### config.mk
export PLATFORM = sky130hd
export DESIGN_NAME = sticky_fault_flag_monitor
export DESIGN_NICKNAME = d
export VERILOG_FILES = /design/src/sv/sffm_pkg.sv /design/src/sv/sffm_in_reg.sv /design/src/sv/sffm_core.sv /design/src/sv/sticky_fault_flag_monitor.sv
export SDC_FILE = /design/constraint.sdc
export NUM_CORES = 1
export LEC_CHECK = 0
export BUFFER_PORTS_ARGS = -buffer_cell sky130_fd_sc_hd__buf_2
export CAP_MARGIN = 30
export CORE_AREA = 2 2 228 230
export DETAILED_ROUTE_END_ITERATION = 8
export DIE_AREA = 0 0 230 232
export RECOVER_POWER = 25
export SETUP_SLACK_MARGIN = 0.5
export SLEW_MARGIN = 40
export SYNTH_ARGS = -nofsm -noshare
export SYNTH_HDL_FRONTEND = slang
export SYNTH_SLANG_ARGS = --single-unit
### constraint.sdc
create_clock -name clk -period 6.5 [get_ports clk]
set_input_delay 1.3 -clock clk [delete_from_list [all_inputs] [get_ports clk]]
set_output_delay 1.3 -clock clk [all_outputs]
set_load 0.01 [all_outputs]
### src/sv/sffm_pkg.sv
// Package for the sticky fault flag monitor.
// Holds the action codes, fault bit positions and the beat structs shared by all modules.
// No dependencies.
`timescale 1ns / 1ps
`default_nettype none

package sffm_pkg;

    localparam int unsigned FLAG_W = 6;
    localparam int unsigned CNT_W  = 4;
    localparam int unsigned MS_W   = 32;

    // Fault bit positions
    localparam int unsigned BIT_IMU_LOST     = 0;
    localparam int unsigned BIT_I2S_LEFT     = 1;
    localparam int unsigned BIT_I2S_RIGHT    = 2;
    localparam int unsigned BIT_AUDIO_CLIP   = 3;
    localparam int unsigned BIT_BUTTON_STUCK = 4;
    localparam int unsigned BIT_SD_LOG       = 5;

    localparam logic [FLAG_W-1:0] FLAG_SD_LOG = FLAG_W'(1) << BIT_SD_LOG;

    // Configuration register indexes
    typedef enum logic [1:0] {
        REG_IMU_FAIL_LIMIT   = 2'd0,
        REG_BUTTON_STUCK_MS  = 2'd1,
        REG_REPORT_PERIOD_MS = 2'd2,
        REG_SD_ONLY_PERIOD   = 2'd3
    } reg_index_t;

    localparam logic [CNT_W-1:0] IMU_FAIL_LIMIT_RST  = 4'd5;
    localparam logic [MS_W-1:0]  BUTTON_STUCK_RST    = 32'd10000;
    localparam logic [MS_W-1:0]  REPORT_PERIOD_RST   = 32'd1000;
    localparam logic [MS_W-1:0]  SD_ONLY_PERIOD_RST  = 32'd10000;

    typedef enum logic [2:0] {
        ACT_IMU_READ = 3'd0,
        ACT_I2S_ERR  = 3'd1,
        ACT_BUTTON   = 3'd2,
        ACT_SET_MASK = 3'd3,
        ACT_CLEAR    = 3'd4,
        ACT_TICK     = 3'd5
    } action_t;

    // One input beat
    typedef struct packed {
        logic [2:0]        action;
        logic              read_ok;
        logic              i2s_left_err;
        logic              i2s_right_err;
        logic [MS_W-1:0]   held_ms;
        logic [FLAG_W-1:0] set_mask;
        logic [MS_W-1:0]   now_ms;
    } event_t;

    // Configuration register set
    typedef struct packed {
        logic [CNT_W-1:0] imu_fail_limit;
        logic [MS_W-1:0]  button_stuck_ms;
        logic [MS_W-1:0]  report_period_ms;
        logic [MS_W-1:0]  sd_only_period_ms;
    } cfg_t;

    // One result beat
    typedef struct packed {
        logic [FLAG_W-1:0] fault_flags;
        logic              report_now;
    } result_t;

endpackage

`default_nettype wire

### src/sv/sffm_in_reg.sv
// Input register stage of the sticky fault flag monitor.
// Captures one event beat and holds it until the core stage can advance.
// Depends on sffm_pkg.
`timescale 1ns / 1ps
`default_nettype none

module sffm_in_reg (
    input  wire logic            clk,
    input  wire logic            rst_n,
    input  wire logic            in_valid,
    output logic                 in_stall,
    input  wire sffm_pkg::event_t in_event,
    input  wire logic            advance,
    output logic                 ev_valid,
    output sffm_pkg::event_t     ev
);
    import sffm_pkg::*;

    logic   valid_reg;
    logic   valid_next;
    event_t event_reg;
    logic   accept;

    assign in_stall = valid_reg && !advance;
    assign accept   = in_valid && !in_stall;

    always_comb
    begin
        if (accept)
        begin
            valid_next = 1'b1;
        end
        else if (advance)
        begin
            valid_next = 1'b0;
        end
        else
        begin
            valid_next = valid_reg;
        end
    end

    always_ff @(posedge clk or negedge rst_n)
    begin
        if (!rst_n)
        begin
            valid_reg <= 1'b0;
        end
        else
        begin
            valid_reg <= valid_next;
        end
    end

    // payload needs no reset
    always_ff @(posedge clk)
    begin
        if (accept)
        begin
            event_reg <= in_event;
        end
    end

    assign ev_valid = valid_reg;
    assign ev       = event_reg;

endmodule

`default_nettype wire

### src/sv/sffm_core.sv
// Fault state and decision logic of the sticky fault flag monitor.
// Holds sticky flags, report history and imu failure count; computes one result per beat.
// Depends on sffm_pkg.
`timescale 1ns / 1ps
`default_nettype none

module sffm_core (
    input  wire logic             clk,
    input  wire logic             rst_n,
    input  wire logic             fire,
    input  wire sffm_pkg::event_t ev,
    input  wire sffm_pkg::cfg_t   cfg,
    output sffm_pkg::result_t     result
);
    import sffm_pkg::*;

    logic [FLAG_W-1:0] flags_reg;
    logic [FLAG_W-1:0] flags_next;
    logic [FLAG_W-1:0] last_rep_reg;
    logic [FLAG_W-1:0] last_rep_next;
    logic [MS_W-1:0]   last_time_reg;
    logic [MS_W-1:0]   last_time_next;
    logic [CNT_W-1:0]  cnt_reg;
    logic [CNT_W-1:0]  cnt_next;
    logic              report;
    logic [MS_W-1:0]   period;
    logic [MS_W-1:0]   elapsed;

    always_comb
    begin
        flags_next     = flags_reg;
        last_rep_next  = last_rep_reg;
        last_time_next = last_time_reg;
        cnt_next       = cnt_reg;
        report         = 1'b0;
        period  = ((flags_reg & ~FLAG_SD_LOG) == '0) ? cfg.sd_only_period_ms
                                                     : cfg.report_period_ms;
        elapsed = ev.now_ms - last_time_reg;

        unique case (action_t'(ev.action))
            ACT_IMU_READ:
            begin
                if (ev.read_ok)
                begin
                    cnt_next = '0;
                end
                else
                begin
                    if (cnt_reg < cfg.imu_fail_limit)
                    begin
                        cnt_next = cnt_reg + CNT_W'(1);
                    end
                    if (cnt_next >= cfg.imu_fail_limit)
                    begin
                        flags_next[BIT_IMU_LOST] = 1'b1;
                    end
                end
            end
            ACT_I2S_ERR:
            begin
                flags_next[BIT_I2S_LEFT]  = flags_reg[BIT_I2S_LEFT]  | ev.i2s_left_err;
                flags_next[BIT_I2S_RIGHT] = flags_reg[BIT_I2S_RIGHT] | ev.i2s_right_err;
            end
            ACT_BUTTON:
            begin
                if (ev.held_ms >= cfg.button_stuck_ms)
                begin
                    flags_next[BIT_BUTTON_STUCK] = 1'b1;
                end
            end
            ACT_SET_MASK:
            begin
                flags_next = flags_reg | ev.set_mask;
            end
            ACT_CLEAR:
            begin
                flags_next     = '0;
                last_rep_next  = '0;
                last_time_next = '0;
                cnt_next       = '0;
            end
            ACT_TICK:
            begin
                if (flags_reg == '0)
                begin
                    last_rep_next = '0;
                end
                else if (!(flags_reg == last_rep_reg && elapsed < period))
                begin
                    last_rep_next  = flags_reg;
                    last_time_next = ev.now_ms;
                    report         = 1'b1;
                end
            end
            default:
            begin
                // unused codes leave the state alone
            end
        endcase
    end

    always_ff @(posedge clk or negedge rst_n)
    begin
        if (!rst_n)
        begin
            flags_reg     <= '0;
            last_rep_reg  <= '0;
            last_time_reg <= '0;
            cnt_reg       <= '0;
        end
        else if (fire)
        begin
            flags_reg     <= flags_next;
            last_rep_reg  <= last_rep_next;
            last_time_reg <= last_time_next;
            cnt_reg       <= cnt_next;
        end
    end

    assign result.fault_flags = flags_next;
    assign result.report_now  = report;

`ifndef SYNTHESIS
    a_clear_wipes: assert property (@(posedge clk) disable iff (!rst_n)
        fire && ev.action == ACT_CLEAR |=> flags_reg == '0 && cnt_reg == '0
            && last_rep_reg == '0 && last_time_reg == '0)
        else $error("clear did not wipe fault state");

    a_report_on_tick: assert property (@(posedge clk) disable iff (!rst_n)
        fire && report |-> ev.action == ACT_TICK && flags_reg != '0)
        else $error("report outside a tick with flags set");

    a_sticky: assert property (@(posedge clk) disable iff (!rst_n)
        fire && ev.action != ACT_CLEAR |=>
            (flags_reg & $past(flags_reg)) == $past(flags_reg))
        else $error("sticky flag dropped without clear");

    a_report_records: assert property (@(posedge clk) disable iff (!rst_n)
        fire && report |=> last_time_reg == $past(ev.now_ms)
            && last_rep_reg == $past(flags_reg))
        else $error("report not recorded");
`endif

endmodule

`default_nettype wire

### src/sv/sticky_fault_flag_monitor.sv
// Top level of the sticky fault flag monitor.
// Holds the configuration registers, the result register and the handshake.
// Depends on sffm_pkg, sffm_in_reg and sffm_core.
//
// Usage:
//   Input channel (in_valid / in_stall) carries one event beat: action plus
//   its operand fields. Output channel (out_valid / out_stall) returns exactly
//   one beat per event: the sticky flags after the event and report_now.
//   Configuration: cfg_we writes cfg_data into the register picked by
//   cfg_index (0 imu fail limit, 1 button stuck ms, 2 report period ms,
//   3 sd-only period ms). Write only while no event is in flight.
// Pipeline and throughput:
//   An accepted beat goes from the input register to the result register.
//   One beat per cycle is sustained while out_stall is low: the input
//   register feeds a single pass of compare and update logic that writes
//   the state and the result register in the same edge.
// Reset:
//   rst_n clears flags, report history, time stamp and failure count, empties
//   both pipeline registers and loads the default configuration.
// Stall:
//   While out_stall holds a waiting result, the input register holds its beat
//   and in_stall is high; an empty input register still takes one more event.
`timescale 1ns / 1ps
`default_nettype none

module sticky_fault_flag_monitor (
    input  wire logic        clk,
    input  wire logic        rst_n,
    // event channel
    input  wire logic        in_valid,
    output logic             in_stall,
    input  wire logic [2:0]  action,
    input  wire logic        read_ok,
    input  wire logic        i2s_left_err,
    input  wire logic        i2s_right_err,
    input  wire logic [31:0] held_ms,
    input  wire logic [5:0]  set_mask,
    input  wire logic [31:0] now_ms,
    // result channel
    output logic             out_valid,
    input  wire logic        out_stall,
    output logic [5:0]       fault_flags,
    output logic             report_now,
    // configuration port
    input  wire logic        cfg_we,
    input  wire logic [1:0]  cfg_index,
    input  wire logic [31:0] cfg_data
);
    import sffm_pkg::*;

    event_t  in_event;
    event_t  ev;
    logic    ev_valid;
    logic    advance;
    logic    fire;
    cfg_t    cfg_reg;
    result_t result;
    result_t result_reg;
    logic    out_valid_reg;
    logic    out_valid_next;

    // Bundle the event fields into one beat
    assign in_event.action        = action;
    assign in_event.read_ok       = read_ok;
    assign in_event.i2s_left_err  = i2s_left_err;
    assign in_event.i2s_right_err = i2s_right_err;
    assign in_event.held_ms       = held_ms;
    assign in_event.set_mask      = set_mask;
    assign in_event.now_ms        = now_ms;

    // Advance the core stage whenever the result register is empty or drains
    assign advance = !out_valid_reg || !out_stall;
    assign fire    = ev_valid && advance;

    sffm_in_reg u_in_reg (
        .clk      (clk),
        .rst_n    (rst_n),
        .in_valid (in_valid),
        .in_stall (in_stall),
        .in_event (in_event),
        .advance  (advance),
        .ev_valid (ev_valid),
        .ev       (ev)
    );

    sffm_core u_core (
        .clk    (clk),
        .rst_n  (rst_n),
        .fire   (fire),
        .ev     (ev),
        .cfg    (cfg_reg),
        .result (result)
    );

    // Configuration registers
    always_ff @(posedge clk or negedge rst_n)
    begin
        if (!rst_n)
        begin
            cfg_reg.imu_fail_limit    <= IMU_FAIL_LIMIT_RST;
            cfg_reg.button_stuck_ms   <= BUTTON_STUCK_RST;
            cfg_reg.report_period_ms  <= REPORT_PERIOD_RST;
            cfg_reg.sd_only_period_ms <= SD_ONLY_PERIOD_RST;
        end
        else if (cfg_we)
        begin
            unique case (reg_index_t'(cfg_index))
                REG_IMU_FAIL_LIMIT:   cfg_reg.imu_fail_limit    <= cfg_data[CNT_W-1:0];
                REG_BUTTON_STUCK_MS:  cfg_reg.button_stuck_ms   <= cfg_data;
                REG_REPORT_PERIOD_MS: cfg_reg.report_period_ms  <= cfg_data;
                REG_SD_ONLY_PERIOD:   cfg_reg.sd_only_period_ms <= cfg_data;
                default:              cfg_reg <= cfg_reg;
            endcase
        end
    end

    // Result register: load on fire, drop once the beat is taken
    always_comb
    begin
        if (fire)
        begin
            out_valid_next = 1'b1;
        end
        else if (!out_stall)
        begin
            out_valid_next = 1'b0;
        end
        else
        begin
            out_valid_next = out_valid_reg;
        end
    end

    always_ff @(posedge clk or negedge rst_n)
    begin
        if (!rst_n)
        begin
            out_valid_reg <= 1'b0;
        end
        else
        begin
            out_valid_reg <= out_valid_next;
        end
    end

    always_ff @(posedge clk)
    begin
        if (fire)
        begin
            result_reg <= result;
        end
    end

    assign out_valid   = out_valid_reg;
    assign fault_flags = result_reg.fault_flags;
    assign report_now  = result_reg.report_now;

endmodule

`default_nettype wire
==> qor.yml, run 1 <==
path_class: "reg2reg"
fp.dieH_um: 232
drive_gt1_frac: 0.261
r2r_end: "u_core.last_time_reg[28]$_DFFE_PN0P_"
cp.arrival_ns: 5.79
worst_pin_slew_ns: 4.63
postPlaceCellArea_um2: 13600
antenna_found_initial: 7
io_buffers: 123
end_kind: "flip-flop"
synthArstFlopShare: 0.644
wl_um: 29500
initial_core_util: 0.238
insertion_delay_ns: 0.57
overflow: 0
cp-start-kind: "flip-flop"
yosysSeqAreaShare: 0.517
synth_cell_type_count: 62
required_ns: 7.00
fin_crit_sh: 0.813
hp-class: "reg2reg"
p_sw_mw: 1.30
r2r_cells: 20
cts_resized: 0
p_int_mw: 3.22
gp_congestion: 0.841
leakagePower_nw: 6.11
via_count: 8062
mostFrequentLayoutCell: "dfrtp_1"
largest_reg_flops: 100
cts.sinks: 233
cts_setup_buffers: 0
setup_viol: 0
synth_top_flop_cell: "dfrtp_1"
p_sw_frac: 0.288
grt_usage: 0.111
comb_power_share: 0.216
layout_common_cells: "132 x dfrtp_1, 105 x mux2_2, 102 x ha_1, 99 x buf_2, 83 x edfxtp_1"
peakVddDrop_v: 0.000180
grt_max_degree: 81
grt_first_pass_wirelength_um: 46500
status: "finished, violations left"
finalSetupTns_ns: 0
synth.avg_cell_area_um2: 12.3
fp.coreArea_um2: 50900
die_area_um2: 53400
stdcell_area_um2: 14500
whs_ns: 0.498
ys_warn_count: 0
max-cap-violations: 1
cts_hold_buf: 0
startpoint: "u_in_reg.ev[0]$_DFFE_PP_"
ant_nets: 0
fill_cells: 5297
place_hpwl_um: 21600
cts_tree: "done"
h-tree-depth: 1
p_clk_frac: 0.369
synth_nets: 1200
drcViolationCount: 0
postLayoutCoreUtil: 0.286
fmax_ghz: 0.189
critical_path.max_fanout: 20
worstReg2RegStart: "u_in_reg.ev[0]$_DFFE_PP_"
violations: "capacitance limit, slew limit"
die_w_um: 230
power_density_nw_per_um2: 311
endpoint: "u_core.last_time_reg[28]$_DFFE_PN0P_"
grt_pass1_vias: 8262
syn-instance-count: 982
finalCriticalPeriod_ns: 5.29
path_clk_slew_ns: 0.06
wl_per_cell_um: 16.2
ys_ff_latch: 233
finClkSkew_ns: 0.0256
finalHoldViolations: 0
io-pin-count: 124
rows: 83
pwr-share-seq: 0.415
finalMaxSlewViolations: 81
grt_setup_unrepaired: "false"
n_antenna_cell: 0
slew_headroom: -2.09
rrSetupSlack_ns: 1.21
cts_made_buffers: 28
syn-cell-area_um2: 12100
first_iter_violations: 439
ctsLongestPathBuffers: 3
finalNetCount: 1335
viasPerCell: 4.43
cts-root-buf: "clkbuf_16"
area_growth_syn_to_layout_pct: 19.9
dr.pass1.iters: 5
synth-edff-count: 83
==> worst max-delay path, stage by stage (launching register included) <==
cell	delay, ns
edfxtp_1	0.39
inv_1	0.07
ha_1	0.15
inv_1	0.05
fa_1	0.41
a211o_1	0.29
a21oi_1	0.23
a21oi_1	0.15
o31ai_1	0.53
a21oi_1	0.12
a21boi_0	0.43
nor2_1	0.10
a311oi_1	0.25
ha_1	0.29
nor2b_1	0.13
o21ai_0	0.21
nand3_1	0.15
a311o_1	0.41
o221ai_4	0.45
buf_8	0.24
a32o_1	0.18
==> logic make-up (layout without fill, tap and decap cells) <==
kind of cell / count (synthesis) / count (layout) / share of synthesized area
flip-flops: 233 / 233 / 0.517
buffers and inverters: 109 / 266 / 0.0359
multiplexers: 138 / 138 / 0.125
AO/OA/AOI/OAI: 223 / 223 / 0.130
adder cells (fa/ha/maj): 103 / 103 / 0.107
AND/OR/NAND/NOR: 139 / 139 / 0.0584
XOR/XNOR: 37 / 37 / 0.0267
==> area by class of cell <==
cell class / instances / area (um^2) / share of cell area
repair buffers: 134 / 691 / 0.0475
clock inverters: 19 / 219 / 0.0151
clock buffers: 33 / 771 / 0.0530
inverters: 80 / 300 / 0.0207
multi-input cells: 640 / 5440 / 0.374
well taps: 680 / 851 / 0.0585
flip-flops and latches: 233 / 6270 / 0.431
==> worst min path at each step <==
stage                                       start                      end  slack, ns  cells past startpoint
CTS                 u_in_reg.ev_valid$_DFFE_PN0P_    out_valid$_DFFE_PN0P_       0.50                      1
detailed placement  u_in_reg.ev_valid$_DFFE_PN0P_    out_valid$_DFFE_PN0P_       0.49                      1
global route              cfg_reg[45]$_DFFE_PN0P_  cfg_reg[45]$_DFFE_PN0P_       0.51                      1
finish              u_in_reg.ev_valid$_DFFE_PN0P_    out_valid$_DFFE_PN0P_       0.50                      1
global placement    u_in_reg.ev_valid$_DFFE_PN0P_    out_valid$_DFFE_PN0P_       0.47                      1
floorplan           u_in_reg.ev_valid$_DFFE_PN0P_    out_valid$_DFFE_PN0P_       0.46                      1
==> per-layer routing <==
layer | GRT usage | vias up | wire (um)
li1 | - | 3914 | -
met1 | 0.143 | 3927 | 13300
met2 | 0.188 | 153 | 13900
met3 | 0.0269 | 54 | 1500
met4 | 0.0246 | 14 | 712
met5 | 0 | - | 84
==> metrics by stage <==
step                instances  power [mW]  worst slack [ns]
floorplan                 982        2.57              1.92
global placement         1765        2.85              1.22
detailed placement       1765        2.89              1.03
CTS                      1817        4.60             0.990
global route             1819        4.80             0.416
finish                   1819        4.53              1.21
==> cell usage after synthesis, drive strengths merged (16+ instances only) <==
| library cell | count | area, um^2 |
|---|---|---|
| inv | 79 | 297 |
| dfrtp | 132 | 3300 |
| nor2 | 25 | 93.8 |
| edfxtp | 83 | 2490 |
| a21o | 42 | 315 |
| ha | 102 | 1280 |
| xor2 | 16 | 140 |
| xnor2 | 21 | 184 |
| mux2i | 32 | 320 |
| nand2 | 39 | 146 |
| mux2 | 106 | 1200 |
| clkbuf | 19 | 71.3 |
| a21oi | 63 | 315 |
| o21ai | 33 | 165 |
| dfstp | 18 | 473 |
| a32o | 32 | 320 |
==> power by group through the flow <==
stage	combinational, mW	clock, mW	sequential (mW)
2_1_floorplan	0.721	0	1.85
3_3_place_gp	0.953	0	1.90
3_5_place_dp	0.986	0	1.91
4_1_cts	0.995	1.73	1.88
5_1_grt	1.11	1.78	1.90
6_report	0.979	1.67	1.88
Note: power is estimated with default switching activity, not from simulation.
==> run 2, diff against run 1 <==
==> constraint.sdc (replaced) <==
create_clock -name clk -period 5.5 [get_ports clk]
set_input_delay 1.1 -clock clk [delete_from_list [all_inputs] [get_ports clk]]
set_output_delay 1.1 -clock clk [all_outputs]
set_load 0.01 [all_outputs]
==> run 2 against run 1 <==
Net effect:
- the flow still finishes with violations (capacitance limit, slew limit)
- clock power up 13%
- register-to-register slack worse by 0.50 ns
- worst hold slack worse by 0.0024 ns
- cell count is 0.27% higher
- core utilization rose by 0.061 points
- global-route usage barely moved
- sequential power is 18% higher
- total power grew 17%
- clock-buffer cell count increased by 3
==> qor.yml, run 2 (synthesized netlist as in run 1, its figures left out) <==
total_power_mw: 5.29  # was 4.53 mW
viasPerCell: 4.44  # was 4.43
first_iter_violations: 473  # was 439
cp_cell_sequence: "inv_1 -> ha_1 -> inv_1 -> fa_1 -> a211o_1 -> a21oi_2 -> a21oi_2 -> o31ai_2 -> buf_4 -> a21oi_1 -> a21boi_2 -> nor2_1 -> a311oi_1 -> ha_1 -> nor2b_1 -> o21ai_0 -> nand3_1 -> a311o_2 -> o31ai_4 -> mux2_4"  # was inv_1 -> ha_1 -> inv_1 -> fa_1 -> a211o_1 -> a21oi_1 -> a21oi_1 -> o31ai_1 -> a21oi_1 -> a21boi_0 -> nor2_1 -> a311oi_1 -> ha_1 -> nor2b_1 -> o21ai_0 -> nand3_1 -> a311o_1 -> o221ai_4 -> buf_8 -> a32o_1
worstReg2RegStart: "u_in_reg.ev[0]$_DFFE_PP_"  # unchanged
required_ns: 5.93  # was 7.00 ns
grt_first_pass_wirelength_um: 46400  # was 46500 um
wl_um: 29700  # was 29500 um
finalHoldViolations: 0  # unchanged
dpl.cell_count: 1768  # was 1765
slew_headroom: -1.13  # was -2.09
fmax_ghz: 0.209  # was 0.189 GHz
via_count: 8102  # was 8062
power_density_nw_per_um2: 363  # was 311 nW/um^2
die_area_um2: 53400  # unchanged
initial_core_util: 0.238  # unchanged
hold_depth: 1  # unchanged
wl_per_cell_um: 16.3  # was 16.2 um
grt_setup_unrepaired: "false"  # unchanged
dr.pass1.iters: 5  # unchanged
antenna_found_initial: 7  # unchanged
grt_pass1_vias: 8241  # was 8262
overflow: 0  # unchanged
area_growth_syn_to_layout_pct: 20.1  # was 19.9%
rrSetupSlack_ns: 0.72  # was 1.21 ns
fp.coreArea_um2: 50900  # unchanged
cts_made_buffers: 27  # was 28
violations: "capacitance limit, slew limit"  # unchanged
cp.arrival_ns: 5.21  # was 5.79 ns
peakVddDrop_v: 0.000222  # was 0.000180 V
startpoint: "u_in_reg.ev[0]$_DFFE_PP_"  # unchanged
insertion_delay_ns: 0.55  # was 0.57 ns
path_clk_slew_ns: 0.06  # about the same
critical_path.max_fanout: 4  # was 20
worst_pin_slew_ns: 3.19  # was 4.63 ns
drcViolationCount: 0  # unchanged
finalNetCount: 1341  # was 1335
rows: 83  # unchanged
die_w_um: 230  # unchanged
path_buf_inv: 3  # unchanged
cp-start-kind: "flip-flop"  # unchanged
finalMaxSlewViolations: 55  # was 81
finalSetupTns_ns: 0  # unchanged
finalCriticalPeriod_ns: 4.78  # was 5.29 ns
max-cap-violations: 1  # unchanged
cts_tree: "done"  # unchanged
end_kind: "flip-flop"  # unchanged
instances_no_fill: 1824  # was 1819
ant_nets: 0  # unchanged
holdPathEnd: "out_valid$_DFFE_PN0P_"  # unchanged
io-pin-count: 124  # unchanged
leakagePower_nw: 6.13  # was 6.11 nW
hold_path_startpoint: "u_in_reg.ev_valid$_DFFE_PN0P_"  # unchanged
gp_congestion: 0.852  # was 0.841
layout_common_cells: "132 x dfrtp_1, 105 x mux2_2, 102 x ha_1, 102 x buf_2, 83 x edfxtp_1"  # was 132 x dfrtp_1, 105 x mux2_2, 102 x ha_1, 99 x buf_2, 83 x edfxtp_1
drive_gt1_frac: 0.270  # was 0.261
r2r_cells: 20  # unchanged
r2r_end: "u_core.last_rep_reg[4]$_DFFE_PN0P_"  # was u_core.last_time_reg[28]$_DFFE_PN0P_
finClkSkew_ns: 0.0123  # was 0.0256 ns
path_class: "reg2reg"  # unchanged
largest_reg_flops: 100  # unchanged
fin_crit_sh: 0.870  # was 0.813
mostFrequentLayoutCell: "dfrtp_1"  # unchanged
status: "finished, violations left"  # unchanged
cts.sinks: 233  # unchanged
io_buffers: 123  # unchanged
cts-root-buf: "clkbuf_16"  # unchanged
crit_path_max_incr_delay_ns: 0.41  # was 0.53 ns
path_delay_family: "compound AO/OA/AOI/OAI gates"  # unchanged
fp.dieH_um: 232  # unchanged
place_hpwl_um: 22100  # was 21600 um
hp-class: "reg2reg"  # unchanged
ctsLongestPathBuffers: 3  # unchanged
h-tree-depth: 1  # unchanged
worst_path_max_delay_cell: "fa_1"  # was o31ai_1
setup_viol: 0  # unchanged
whs_ns: 0.496  # was 0.498 ns
grt_usage: 0.111  # about the same
grt_max_degree: 61  # was 81
postLayoutCoreUtil: 0.286  # about the same
## run 2: changes by cell type in the layout (fill, tap and decap cells not counted), sizes merged
| cell | before | now |
|---|---|---|
| bufinv | 4 | 3 |
| diode | 0 | 1 |
| inv | 83 | 80 |
| buf | 110 | 120 |
| clkinv | 11 | 9 |
## run 2: final cells by class
type                            instances  area [um^2]
Fill cell                            5337        36300
Sequential cell                       233         6270
Multi-Input combinational cell        640         5460
Tap cell                              680          851
Clock buffer                           36          792
Timing Repair Buffer                  141          744
Inverter                               80          300
Clock inverter                         13          145
Antenna cell                            1         2.50
## run 2: repair_timing
action / 4_1_cts / 5_1_grt
hold buffers: 0 / 0
cloned: 0 / 0
gates resized for setup: 4 / 9
endpoints found under the setup margin: 37 / 38
pin swaps: 1 / 7
setup buffers: 0 / 6
## run 2: worst max path at each step
stage,to,depth (start not counted)
CTS,u_core.last_rep_reg[4]$_DFFE_PN0P_,20
detailed placement,u_core.last_time_reg[4]$_DFFE_PN0P_,20
global placement,u_core.last_time_reg[30]$_DFFE_PN0P_,20
global route,u_core.last_rep_reg[4]$_DFFE_PN0P_,22
finish,u_core.last_rep_reg[4]$_DFFE_PN0P_,20
floorplan,u_core.last_rep_reg[4]$_DFFE_PN0P_,20
## run 2: power by group
part | switching (mW) | leakage (nW) | internal (mW)
sequential | 0.161 | 2.63 | 2.06
combinational | 0.613 | 3.04 | 0.566
clock | 0.738 | 0.466 | 1.15
total | 1.51 | 6.13 | 3.77
## run 2: per-layer routing
layer | vias to the layer above | track usage | share of wire
met3 | 51 | 0.0285 | 0.057
met1 | 3961 | 0.143 | 0.45
met5 | - | 0 | 0.0025
met4 | 12 | 0.0198 | 0.017
met2 | 168 | 0.191 | 0.48
li1 | 3910 | - | -
## run 2: through the flow
| stage | area, um^2 | setup slack [ns] |
|---|---|---|
| 6_report | 14600 | 0.716 |
| 5_1_grt | 14600 | 0.471 |
| 4_1_cts | 14500 | 0.565 |
| 3_5_place_dp | 13600 | 0.224 |
| 3_3_place_gp | 13600 | 0.477 |
| 2_1_floorplan | 12100 | 0.920 |
==> run 3, diff against run 2 <==
--- a/config.mk
+++ b/config.mk
@@ -5,11 +5,12 @@
 export SDC_FILE = /design/constraint.sdc
 export NUM_CORES = 1
 export LEC_CHECK = 0
+export ABC_AREA = 1
 export BUFFER_PORTS_ARGS = -buffer_cell sky130_fd_sc_hd__buf_2
 export CAP_MARGIN = 30
-export CORE_AREA = 2 2 228 230
+export CORE_AREA = 2 2 230 232
 export DETAILED_ROUTE_END_ITERATION = 8
-export DIE_AREA = 0 0 230 232
+export DIE_AREA = 0 0 232 234
 export RECOVER_POWER = 25
 export SETUP_SLACK_MARGIN = 0.5
 export SLEW_MARGIN = 40
==> run 3 against run 2 <==
Net effect:
- combinational power is 38% higher
- sequential power about the same
- flip-flop and latch count unchanged
- the run still ends with capacitance limit, slew limit left
- highest routed layer unchanged
- worst hold slack worse by 0.027 ns
==> qor.yml, run 3 <==
globalRouteMet2Util: 0.189  # was 0.191
pre_cts_slack_ns: 0.926  # was 0.224 ns
cts_tree: "done"  # unchanged
p_sw_mw: 1.86  # was 1.51 mW
p_int_mw: 3.77  # about the same
rows: 84  # was 83
fp.coreArea_um2: 52000  # was 50900 um^2
finalNetCount: 1665  # was 1341
cts_made_buffers: 27  # unchanged
drcViolationCount: 0  # unchanged
die_area_um2: 54300  # was 53400 um^2
met3_usage: 0.0162  # was 0.0285
synth_top_area_frac: 0.269  # was 0.272
wl_per_cell_um: 14.5  # was 16.3 um
synth_top_flop_cell: "dfrtp_1"  # unchanged
io_buffers: 123  # unchanged
place_hpwl_um: 23700  # was 22100 um
synth_area_leader_cell: "dfrtp_1"  # unchanged
path_buf_inv: 0  # was 3
gp_congestion: 0.886  # was 0.852
max-cap-violations: 1  # unchanged
grt_setup_unrepaired: "false"  # unchanged
worst_path_max_delay_cell: "edfxtp_1"  # was fa_1
path_delay_family: "compound AO/OA/AOI/OAI gates"  # unchanged
status: "finished, violations left"  # unchanged
io-pin-count: 124  # unchanged
syn-cell-area_um2: 12300  # was 12100 um^2
die_w_um: 232  # was 230 um
finalMaxSlewViolations: 57  # was 55
postLayoutCoreUtil: 0.281  # was 0.286
drive_gt1_frac: 0.128  # was 0.270
finalHoldViolations: 0  # unchanged
ys_top_cells_by_area: "dfrtp_1 27%, edfxtp_1 20%, ha_1 10%"  # was dfrtp_1 27%, edfxtp_1 21%, ha_1 11%
insertion_delay_ns: 0.54  # was 0.55 ns
timing.final.ws_setup_ns: 1.13  # was 0.716 ns
ctsLongestPathBuffers: 3  # unchanged
slew_headroom: -1.02  # was -1.13
p_clk_frac: 0.322  # was 0.357
synth_cell_type_count: 38  # was 62
instances_no_fill: 2155  # was 1824
grt_usage: 0.116  # was 0.111
fill_cells: 5521  # was 5337
cp-start-kind: "flip-flop"  # unchanged
yosysSeqAreaShare: 0.510  # was 0.517
dr.pass1.iters: 5  # unchanged
n_antenna_cell: 0  # was 1
h-tree-depth: 1  # unchanged
comb_power_share: 0.290  # was 0.223
synthTopCellsByCount: "288 x nand2_1, 183 x inv_1, 140 x o21ai_0"  # was 132 x dfrtp_1, 105 x mux2_2, 102 x ha_1
pwr-share-seq: 0.388  # was 0.420
setup_viol: 0  # unchanged
grt_max_degree: 65  # was 61
leakagePower_nw: 6.76  # was 6.13 nW
area_growth_syn_to_layout_pct: 18.9  # was 20.1%
p_sw_frac: 0.330  # was 0.286
syn-instance-count: 1321  # was 982
path_clk_slew_ns: 0.06  # about the same
cts_hold_buf: 0  # unchanged
peakVddDrop_v: 0.000207  # was 0.000222 V
violations: "capacitance limit, slew limit"  # unchanged
power_density_nw_per_um2: 386  # was 363 nW/um^2
cts.sinks: 233  # unchanged
synth_nets: 1539  # was 1200
antenna_found_initial: 1  # was 7
finalCriticalPeriod_ns: 4.37  # was 4.78 ns
fp.dieH_um: 234  # was 232 um
required_ns: 5.98  # was 5.93 ns
cts-root-buf: "clkbuf_16"  # unchanged
yosysMostFrequentCell: "nand2_1"  # was dfrtp_1
first_iter_violations: 442  # was 473
wl_um: 31200  # was 29700 um
total_power_mw: 5.64  # was 5.29 mW
synthArstFlopShare: 0.644  # unchanged
overflow: 0  # unchanged
ys_warn_count: 0  # unchanged
grt_pass1_vias: 9374  # was 8241
initial_core_util: 0.236  # was 0.238
grt_busiest_layer: "met2"  # unchanged
synth.avg_cell_area_um2: 9.30  # was 12.3 um^2
critical_path.max_fanout: 7  # was 4
mostFrequentLayoutCell: "nand2_1"  # was dfrtp_1
fin_crit_sh: 0.794  # was 0.870
finalSetupTns_ns: 0  # unchanged
largest_reg_flops: 100  # unchanged
grt_first_pass_wirelength_um: 50200  # was 46400 um
synth-edff-count: 83  # unchanged
end_kind: "flip-flop"  # unchanged
crit_path_max_incr_delay_ns: 0.39  # was 0.41 ns
cp.arrival_ns: 4.85  # was 5.21 ns
cp_cell_sequence: "ha_1 -> a21oi_1 -> nand2_1 -> a21boi_0 -> o21ai_0 -> nand3_1 -> nand2_1 -> a211oi_1 -> nor2_1 -> xor2_1 -> ha_1 -> a21oi_1 -> nand3_1 -> nor3_1 -> nand2_1 -> a211oi_2 -> nand4_2 -> nand2_1 -> nand2_1 -> nand2_1"  # was inv_1 -> ha_1 -> inv_1 -> fa_1 -> a211o_1 -> a21oi_2 -> a21oi_2 -> o31ai_2 -> buf_4 -> a21oi_1 -> a21boi_2 -> nor2_1 -> a311oi_1 -> ha_1 -> nor2b_1 -> o21ai_0 -> nand3_1 -> a311o_2 -> o31ai_4 -> mux2_4
hp-class: "reg2reg"  # unchanged
path_class: "reg2reg"  # unchanged
dpl.cell_count: 2106  # was 1768
fmax_ghz: 0.229  # was 0.209 GHz
ant_nets: 0  # unchanged
ys_ff_latch: 233  # unchanged
finClkSkew_ns: 0.0116  # was 0.0123 ns
globalRouteMet1Util: 0.160  # was 0.143
cpMostUsedCell: "nand2_1"
via_count: 9267  # was 8102
layout_common_cells: "288 x nand2_1, 181 x inv_1, 140 x o21ai_0, 132 x dfrtp_1, 102 x ha_1"  # was 132 x dfrtp_1, 105 x mux2_2, 102 x ha_1, 102 x buf_2, 83 x edfxtp_1
worst_pin_slew_ns: 3.03  # was 3.19 ns
viasPerCell: 4.30  # was 4.44
==> run 3: layer usage <==
layer / up-vias / wire, um
li1: 4686 / -
met1: 4359 / 15100
met2: 175 / 14200
met3: 45 / 1180
met4: 2 / 721
met5: - / 16
==> run 3: final cells by class <==
cell class / count / area (um^2) / area share
clock buffers: 40 / 858 / 0.0588
clock inverters: 9 / 55.1 / 0.00377
inverters: 183 / 688 / 0.0471
multi-input cells: 870 / 5220 / 0.357
flip-flops and latches: 233 / 6270 / 0.429
well taps: 688 / 861 / 0.0590
repair buffers: 132 / 654 / 0.0448
==> run 3: stage by stage <==
stage               instance area, um^2  hold WS, ns
floorplan                         12300        0.434
global placement                  13700        0.444
detailed placement                13700        0.462
CTS                               14600        0.478
global route                      14600        0.489
finish                            14600        0.469
==> run 3: worst reg2reg max path, stage by stage (launching register included) <==
cell and delay [ns]:
edfxtp_1 0.39, ha_1 0.38, a21oi_1 0.15, nand2_1 0.09, a21boi_0 0.39, o21ai_0 0.30
nand3_1 0.13, nand2_1 0.14, a211oi_1 0.26, nor2_1 0.08, xor2_1 0.15, ha_1 0.31
a21oi_1 0.14, nand3_1 0.09, nor3_1 0.17, nand2_1 0.08, a211oi_2 0.33, nand4_2 0.29
nand2_1 0.28, nand2_1 0.08, nand2_1 0.06
==> run 3: cell families (layout without fill, tap and decap cells) <==
group	Yosys count	after routing	synth area share
compound gates	256	256	0.112
xor+xnor	37	37	0.0264
fa+ha+maj	103	103	0.106
buf+inv	218	364	0.0688
flops	233	233	0.510
mux	31	31	0.0253
simple gates	443	443	0.152
==> run 3: final timing paths <==
kind                       cells past startpoint                                  end                                 from  slack, ns
max                                           20   u_core.last_rep_reg[0]$_DFFE_PN0P_             u_in_reg.ev[2]$_DFFE_PP_       1.13
min                                            2  u_core.last_time_reg[2]$_DFFE_PN0P_  u_core.last_time_reg[2]$_DFFE_PN0P_       0.47
max reg2reg                                   20   u_core.last_rep_reg[0]$_DFFE_PN0P_             u_in_reg.ev[2]$_DFFE_PP_       1.13
min reg2reg                                    2  u_core.last_time_reg[2]$_DFFE_PN0P_  u_core.last_time_reg[2]$_DFFE_PN0P_       0.47
max in group asynchronous                      2        u_in_reg.ev_valid$_DFFE_PN0P_                                rst_n       1.98
min in group asynchronous                      1              cfg_reg[70]$_DFFE_PN0P_                                rst_n       1.56
==> run 3: timing repair <==
action	in CTS	in global routing
gates resized for setup	0	1
endpoints found under the setup margin	0	2
setup buffers	0	0
==> run 3: power by group through the flow <==
stage,Combinational (mW),Clock (mW),Sequential [mW]
after floorplan,1.17,0,2.18
after global placement,1.60,0,2.21
after detailed placement,1.65,0,2.21
after CTS,1.66,1.88,2.19
after global routing,1.88,1.95,2.21
final,1.63,1.82,2.19
